## config.mk

```make
export PLATFORM = sky130hd
export DESIGN_NAME = integer_to_ascii_converter
export DESIGN_NICKNAME = d
export VERILOG_FILES = /design/src/rtl/core/ita_pkg.sv /design/src/rtl/core/ita_bcd_unit.sv /design/src/rtl/core/integer_to_ascii_converter.sv
export SDC_FILE = /design/constraint.sdc
export NUM_CORES = 1
export LEC_CHECK = 0
export BUFFER_PORTS_ARGS = -buffer_cell sky130_fd_sc_hd__clkbuf_2
export CAP_MARGIN = 15
export CORE_MARGIN = 10
export CORE_UTILIZATION = 35
export CTS_CLUSTER_SIZE = 20
export DETAILED_ROUTE_END_ITERATION = 16
export SLEW_MARGIN = 15
export SYNTH_ARGS = -nofsm -noshare
export SYNTH_HDL_FRONTEND = slang
export SYNTH_SLANG_ARGS = --single-unit
```

## constraint.sdc

```tcl
create_clock -name clk -period 6.8 [get_ports clk]
set_clock_uncertainty 0.05 [all_clocks]
set_input_delay 0.34 -clock clk [delete_from_list [all_inputs] [get_ports clk]]
set_output_delay 0.34 -clock clk [all_outputs]
set_load 0.01 [all_outputs]
```

## src/rtl/core/ita_pkg.sv

```systemverilog
`default_nettype none
package ita_pkg;

	localparam int unsigned VALUE_W    = 64;
	localparam int unsigned DIGIT_W    = 4;
	localparam int unsigned NUM_DIGITS = 22;
	localparam int unsigned DEC_DIGITS = 20;
	localparam int unsigned HEX_DIGITS = 16;
	localparam int unsigned OCT_DIGITS = 22;
	localparam int unsigned DIG_REG_W  = NUM_DIGITS * DIGIT_W;
	localparam int unsigned BCD_W      = DEC_DIGITS * DIGIT_W;
	localparam int unsigned CNT_W      = $clog2(NUM_DIGITS + 1);
	localparam int unsigned ITER_W     = $clog2(VALUE_W + 1);

	localparam logic [1:0] MODE_DEC  = 2'd0;
	localparam logic [1:0] MODE_HEXL = 2'd1;
	localparam logic [1:0] MODE_HEXU = 2'd2;
	localparam logic [1:0] MODE_OCT  = 2'd3;

	localparam logic [7:0] CHAR_MINUS   = 8'h2d;
	localparam logic [7:0] CHAR_ZERO    = 8'h30;
	localparam logic [7:0] CHAR_LOWER_A = 8'h61;
	localparam logic [7:0] CHAR_UPPER_A = 8'h41;

	typedef struct packed {
		logic [VALUE_W-1:0] value;
		logic [1:0]         mode;
	} src_t;

	typedef struct packed {
		logic [7:0] char_code;
		logic       last;
	} res_t;

	typedef enum logic [1:0] {
		ST_IDLE,
		ST_CONV,
		ST_SKIP,
		ST_EMIT
	} state_t;

	function automatic logic [7:0] digit_char(input logic [DIGIT_W-1:0] d, input logic upper);
		logic [7:0] base;
		begin
			base = upper ? CHAR_UPPER_A : CHAR_LOWER_A;
			if (d < 4'd10) begin
				digit_char = CHAR_ZERO + {4'd0, d};
			end else begin
				digit_char = base + {4'd0, d} - 8'd10;
			end
		end
	endfunction

endpackage
`default_nettype wire

```

## src/rtl/core/ita_bcd_unit.sv

```systemverilog
`default_nettype none
module ita_bcd_unit (
	input  wire logic                       clk,
	input  wire logic                       arst_n,
	input  wire logic                       start,
	input  wire logic [ita_pkg::VALUE_W-1:0] mag,
	output logic                            done,
	output logic [ita_pkg::BCD_W-1:0]       bcd
);
	import ita_pkg::*;

	logic [VALUE_W-1:0] bin_q;
	logic [BCD_W-1:0]   bcd_q;
	logic [BCD_W-1:0]   adj;
	logic [ITER_W-1:0]  iter_q;
	logic               busy_q;
	logic               done_q;

	// Shift-and-add-3: every BCD digit of five or more is corrected before the shift.
	always_comb begin
		logic [DIGIT_W-1:0] dg;
		dg  = '0;
		adj = '0;
		for (int i = 0; i < DEC_DIGITS; i++) begin
			dg = bcd_q[i*DIGIT_W +: DIGIT_W];
			adj[i*DIGIT_W +: DIGIT_W] = (dg >= 4'd5) ? dg + 4'd3 : dg;
		end
	end

	always_ff @(posedge clk or negedge arst_n) begin
		if (!arst_n) begin
			busy_q <= 1'b0;
			done_q <= 1'b0;
			iter_q <= '0;
		end else begin
			done_q <= 1'b0;
			if (start) begin
				busy_q <= 1'b1;
				iter_q <= ITER_W'(VALUE_W);
			end else if (busy_q) begin
				iter_q <= iter_q - ITER_W'(1);
				if (iter_q == ITER_W'(1)) begin
					busy_q <= 1'b0;
					done_q <= 1'b1;
				end
			end
		end
	end

	always_ff @(posedge clk) begin
		if (start) begin
			bin_q <= mag;
			bcd_q <= '0;
		end else if (busy_q) begin
			bcd_q <= {adj[BCD_W-2:0], bin_q[VALUE_W-1]};
			bin_q <= {bin_q[VALUE_W-2:0], 1'b0};
		end
	end

	assign done = done_q;
	assign bcd  = bcd_q;

endmodule
`default_nettype wire

```

## src/rtl/core/integer_to_ascii_converter.sv

```systemverilog
// Channel  Direction  Payload           Handshake
// src      in         value, mode       src_valid / src_ready
// res      out        char_code, last   res_valid / res_ready
//
// Decimal: the accept, the conversion in the shift-and-add-3 unit, the skip of leading zeros,
// then one character per send, with a minus sign first for a negative value.
// Hex and octal skip the conversion and go from the accept straight to the leading-zero skip.
// src_ready is high only while idle; the last character may still wait in the output
// register when the next transaction is taken, and a stalled res channel holds the send state.
// Reset clears the sequencer, the conversion unit and the output valid flag.
`default_nettype none
module integer_to_ascii_converter (
	input  wire logic          clk,
	input  wire logic          arst_n,
	input  wire logic          src_valid,
	output logic               src_ready,
	input  wire ita_pkg::src_t src_data,
	output logic               res_valid,
	input  wire logic          res_ready,
	output ita_pkg::res_t      res_data
);
	import ita_pkg::*;

	state_t               state_q, state_d;
	logic [DIG_REG_W-1:0] dig_q, dig_d;
	logic [CNT_W-1:0]     cnt_q, cnt_d;
	logic                 neg_q, neg_d;
	logic                 upper_q, upper_d;
	logic                 ov_q, ov_d;
	res_t                 od_q, od_d;
	logic                 is_neg;
	logic [VALUE_W-1:0]   mag;
	logic [DIG_REG_W-1:0] oct_dig;
	logic                 bcd_start;
	logic                 bcd_done;
	logic [BCD_W-1:0]     bcd;
	logic [DIGIT_W-1:0]   top_dig;

	assign is_neg  = (src_data.mode == MODE_DEC) && src_data.value[VALUE_W-1];
	assign mag     = is_neg ? VALUE_W'(0) - src_data.value : src_data.value;
	assign top_dig = dig_q[DIG_REG_W-1 -: DIGIT_W];

	always_comb begin
		oct_dig = '0;
		for (int i = 0; i < OCT_DIGITS - 1; i++) begin
			oct_dig[i*DIGIT_W +: DIGIT_W] = {1'b0, src_data.value[i*3 +: 3]};
		end
		oct_dig[DIG_REG_W-1 -: DIGIT_W] = {3'b000, src_data.value[VALUE_W-1]};
	end

	ita_bcd_unit u_bcd (
		.clk    (clk),
		.arst_n (arst_n),
		.start  (bcd_start),
		.mag    (mag),
		.done   (bcd_done),
		.bcd    (bcd)
	);

	always_comb begin
		state_d   = state_q;
		dig_d     = dig_q;
		cnt_d     = cnt_q;
		neg_d     = neg_q;
		upper_d   = upper_q;
		ov_d      = ov_q;
		od_d      = od_q;
		bcd_start = 1'b0;
		src_ready = 1'b0;
		if (ov_q && res_ready) begin
			ov_d = 1'b0;
		end
		unique case (state_q)
			ST_IDLE: begin
				src_ready = 1'b1;
				if (src_valid) begin
					neg_d   = is_neg;
					upper_d = (src_data.mode == MODE_HEXU);
					unique case (src_data.mode)
						MODE_DEC: begin
							bcd_start = 1'b1;
							state_d   = ST_CONV;
						end
						MODE_HEXL, MODE_HEXU: begin
							dig_d   = {src_data.value, (DIG_REG_W - VALUE_W)'(0)};
							cnt_d   = CNT_W'(HEX_DIGITS);
							state_d = ST_SKIP;
						end
						MODE_OCT: begin
							dig_d   = oct_dig;
							cnt_d   = CNT_W'(OCT_DIGITS);
							state_d = ST_SKIP;
						end
						default: begin
							state_d = ST_IDLE;
						end
					endcase
				end
			end
			ST_CONV: begin
				if (bcd_done) begin
					dig_d   = {bcd, (DIG_REG_W - BCD_W)'(0)};
					cnt_d   = CNT_W'(DEC_DIGITS);
					state_d = ST_SKIP;
				end
			end
			ST_SKIP: begin
				if (top_dig == '0 && cnt_q > CNT_W'(1)) begin
					dig_d = {dig_q[DIG_REG_W-DIGIT_W-1:0], DIGIT_W'(0)};
					cnt_d = cnt_q - CNT_W'(1);
				end else begin
					state_d = ST_EMIT;
				end
			end
			ST_EMIT: begin
				if (!ov_q || res_ready) begin
					ov_d = 1'b1;
					if (neg_q) begin
						od_d.char_code = CHAR_MINUS;
						od_d.last      = 1'b0;
						neg_d          = 1'b0;
					end else begin
						od_d.char_code = digit_char(top_dig, upper_q);
						od_d.last      = (cnt_q == CNT_W'(1));
						dig_d          = {dig_q[DIG_REG_W-DIGIT_W-1:0], DIGIT_W'(0)};
						cnt_d          = cnt_q - CNT_W'(1);
						if (cnt_q == CNT_W'(1)) begin
							state_d = ST_IDLE;
						end
					end
				end
			end
			default: begin
				state_d = ST_IDLE;
			end
		endcase
	end

	always_ff @(posedge clk or negedge arst_n) begin
		if (!arst_n) begin
			state_q <= ST_IDLE;
			ov_q    <= 1'b0;
			cnt_q   <= '0;
			neg_q   <= 1'b0;
		end else begin
			state_q <= state_d;
			ov_q    <= ov_d;
			cnt_q   <= cnt_d;
			neg_q   <= neg_d;
		end
	end

	always_ff @(posedge clk) begin
		dig_q   <= dig_d;
		upper_q <= upper_d;
		od_q    <= od_d;
	end

	assign res_valid = ov_q;
	assign res_data  = od_q;

	a_accept_leaves_idle: assert property (@(posedge clk) disable iff (!arst_n)
		src_valid && src_ready |=> state_q != ST_IDLE)
		else $error("accepted transaction did not start the sequencer");

	a_done_in_conv: assert property (@(posedge clk) disable iff (!arst_n)
		bcd_done |-> state_q == ST_CONV)
		else $error("conversion finished outside the conversion state");

	a_emit_has_digits: assert property (@(posedge clk) disable iff (!arst_n)
		state_q == ST_EMIT |-> cnt_q != '0)
		else $error("send state entered with no digits left");

endmodule
`default_nettype wire

```

==> impl_metrics.tcl <==
set metrics [dict create \
    num-fill-cells 3911 \
    finalSetupViolations 0 \
    rows 73 \
    pre_cts_slack_ns 3.206 \
    cts_tree "built" \
    hold_viol 0 \
    startpoint_type "flip-flop" \
    status "complete, no violations" \
    gr-usage-met1 0.2117 \
    dieArea_um2 48390 \
    crit_required_ns 6.93 \
    grt_max_degree 83 \
    p_leak_nw 6.455 \
    drt_iter0_markers 955 \
    holdWs_ns 0.1455 \
    wire_per_inst_um 18.69 \
    vias 11120 \
    cts_resized 0 \
    port_buffers 79 \
    synth_ff_type "edfxtp_1" \
    coreArea_um2 39640 \
    io_pins 81 \
    maxSlewHeadroom 0.09141 \
    hp-class "in -> reg" \
    fin_setup_tns_ns 0 \
    firstDrtPassIters 5 \
    clk_pin_slew_ns 0.06 \
    async_flop_share 0.07004 \
    tightest_slew_ns 1.344 \
    worstPathMaxFanout 56 \
    syn2layout_area_growth_pct 12.66 \
    grt_pass1_wl_um 60570 \
    synth-edff-count 159 \
    fin_ws_ns 3.391 \
    die_y_um 220.0 \
    irDropWorstVdd_mv 0.3278 \
    arrival_ns 3.54 \
    ys_seq_area_frac 0.4877 \
    fin_crit_sh 0.5013 \
    clockBufferDepth 3 \
    die_w_um 220.0 \
    post-route-cell-area_um2 15770 \
    antenna_found_initial 0 \
    finalWeightedCongestion 0.8407 \
    routed_wl_um 37780 \
    nets 1595 \
    drc_errors 0 \
    syn_area_per_cell_um2 9.727 \
    grt_pass1_vias 10800 \
    worstSkewPairLatency_ns 0.56 \
    gr-usage-all-layers 0.1550 \
    ys_ff_latch 257 \
    p_per_area_nw_per_um2 503.0 \
    ys_warn_count 0 \
    min_period_ns 3.409 \
    drive_gt1_frac 0.1090 \
    slew_violations 0 \
    synth.net_count 1559 \
    grt.met3_usage 0.02537 \
    numCtsBuffers 28 \
    initial_core_util 0.3531 \
    rrSetupSlack_ns 3.39 \
    drv_cap 0 \
    rsz0062_at_grt "false" \
    n_antenna_cell 0 \
    drtAntennaViolNets 0 \
    cts-root-buf "clkbuf_16" \
    htree_levels 1 \
    grt_overflow 0 \
    crit_type "reg -> reg" \
    ys_types 69 \
    syn_area_um2 14000 \
    dpl.hpwl_um 25230 \
    max_freq_ghz 0.2933 \
    placed_area_um2 14880 \
    grt_util_met2 0.2452 \
    end_kind "flip-flop" \
    viasPerCell 5.501 \
    clock-sinks 257 \
    synth_cells 1439 \
    grt-busiest-layer "met2" \
]
logic make-up after synthesis:
kind of cell | count (synthesis) | synth area share
simple gates | 406 | 0.1386
other cells | 1 | 0.0002679
compound gates | 419 | 0.2001
fa+ha+maj | 50 | 0.04469
buf+inv | 185 | 0.05095
xor+xnor | 99 | 0.06195
flops | 257 | 0.4877
mux | 22 | 0.01573
what timing repair did:
action / 4_1_cts / 5_1_grt
endpoints found under the setup margin: 0 / 0
hold buffers: 1 / 0
hold endpoints to repair: 18 / 0
buffers inserted: 0 / 0
cell usage after synthesis (15+ instances only):
master      n  share of area
a21oi_1   108          0.039
a221o_1    47          0.034
a222oi_1   30          0.021
a22o_1     52          0.033
a31oi_1    22         0.0098
clkbuf_1   75          0.020
dfrtp_1    18          0.032
dfxtp_1    80           0.11
edfxtp_1  159           0.34
ha_1       50          0.045
inv_1      97          0.026
mux2i_1    22          0.016
nand2_1   125          0.034
nand2b_1   23          0.010
nand3_1    26         0.0093
nor2_1    131          0.035
nor3_1     39          0.014
o21ai_0   113          0.040
o21ai_1    15         0.0054
xnor2_1    74          0.046
xor2_1     25          0.016
state kept, by name, summed over array words and instances (netlist names):
signal / count
dig_q: 86
u_bcd.bcd: 80
u_bcd.bin_q: 64
res_data: 8
u_bcd.iter_q: 7
cnt_q: 5
state_q: 2
neg_q: 1
res_valid: 1
u_bcd.busy_q: 1
u_bcd.done: 1
upper_q: 1
through the flow:
| stage | std cells | power [mW] | utilization |
|---|---|---|---|
| 2_1_floorplan | 1439 | 5.646 | - |
| 5_1_grt | 2021 | 8.594 | 0.3978 |
| 3_5_place_dp | 1969 | 6.479 | 0.3753 |
| 6_report | 2021 | 7.931 | 0.3978 |
| 3_3_place_gp | 1969 | 6.375 | 0.3753 |
| 4_1_cts | 2021 | 7.986 | 0.3978 |
report_power, final:
| group | leakage (nW) | internal [mW] | total [mW] | switching [mW] |
|---|---|---|---|---|
| logic | 3.49 | 1.24 | 3.15 | 1.91 |
| clock network | 0.439 | 0.851 | 1.49 | 0.635 |
| registers | 2.53 | 2.78 | 3.29 | 0.515 |
placed cells by master, fill, tap and decap left out, types with 7 or more instances in the layout:
cell,n
edfxtp_1,159
nor2_1,129
nand2_1,123
o21ai_0,113
a21oi_1,107
inv_1,97
dfxtp_1,80
clkbuf_2,79
xnor2_1,74
a22o_1,52
ha_1,50
a221o_1,47
nor3_1,39
a222oi_1,30
clkbuf_16,30
nand3_1,25
xor2_1,25
nand2b_1,23
a31oi_1,22
mux2i_1,22
dfrtp_1,17
o21ai_1,15
buf_4,13
nor4_1,12
or3_1,10
clkinv_2,7
clkbuf_1,7
worst max-delay path: stages, from the launching register on:
cell and delay [ns]:
dfrtp_1 0.44, ha_1 0.23, o21bai_1 0.15, a2111oi_0 0.77
o2111a_4 0.65, buf_4 0.69
metal layers:
layer / vias to the layer above / share of wire
met4: 0 / 0.021
met5: - / 0
met3: 57 / 0.069
li1: 5329 / -
met1: 5391 / 0.45
met2: 341 / 0.46
cell type report:
cell class                      instances  area, um^2  share of cell area
Tap cell                              525       656.9             0.04166
Timing Repair Buffer                   93       503.0             0.03190
Multi-Input combinational cell        997        6531              0.4142
Sequential cell                       257        6828              0.4330
Clock inverter                         13       91.34            0.005792
Clock buffer                           38       790.8             0.05015
Inverter                               98       367.9             0.02333
path summary, 6_finish.rpt:
path,cells after the start,end,from
hold reg to reg,2,u_bcd.bcd[79],u_bcd.bcd[79]
setup reg to reg,5,dig_q[2],cnt_q[0]
min in group asynchronous,2,res_valid,arst_n
setup / recovery,5,dig_q[2],cnt_q[0]
max in group asynchronous,2,u_bcd.busy_q,arst_n
hold / removal,3,res_valid,res_ready
Note: power is estimated with default switching activity, not from simulation.
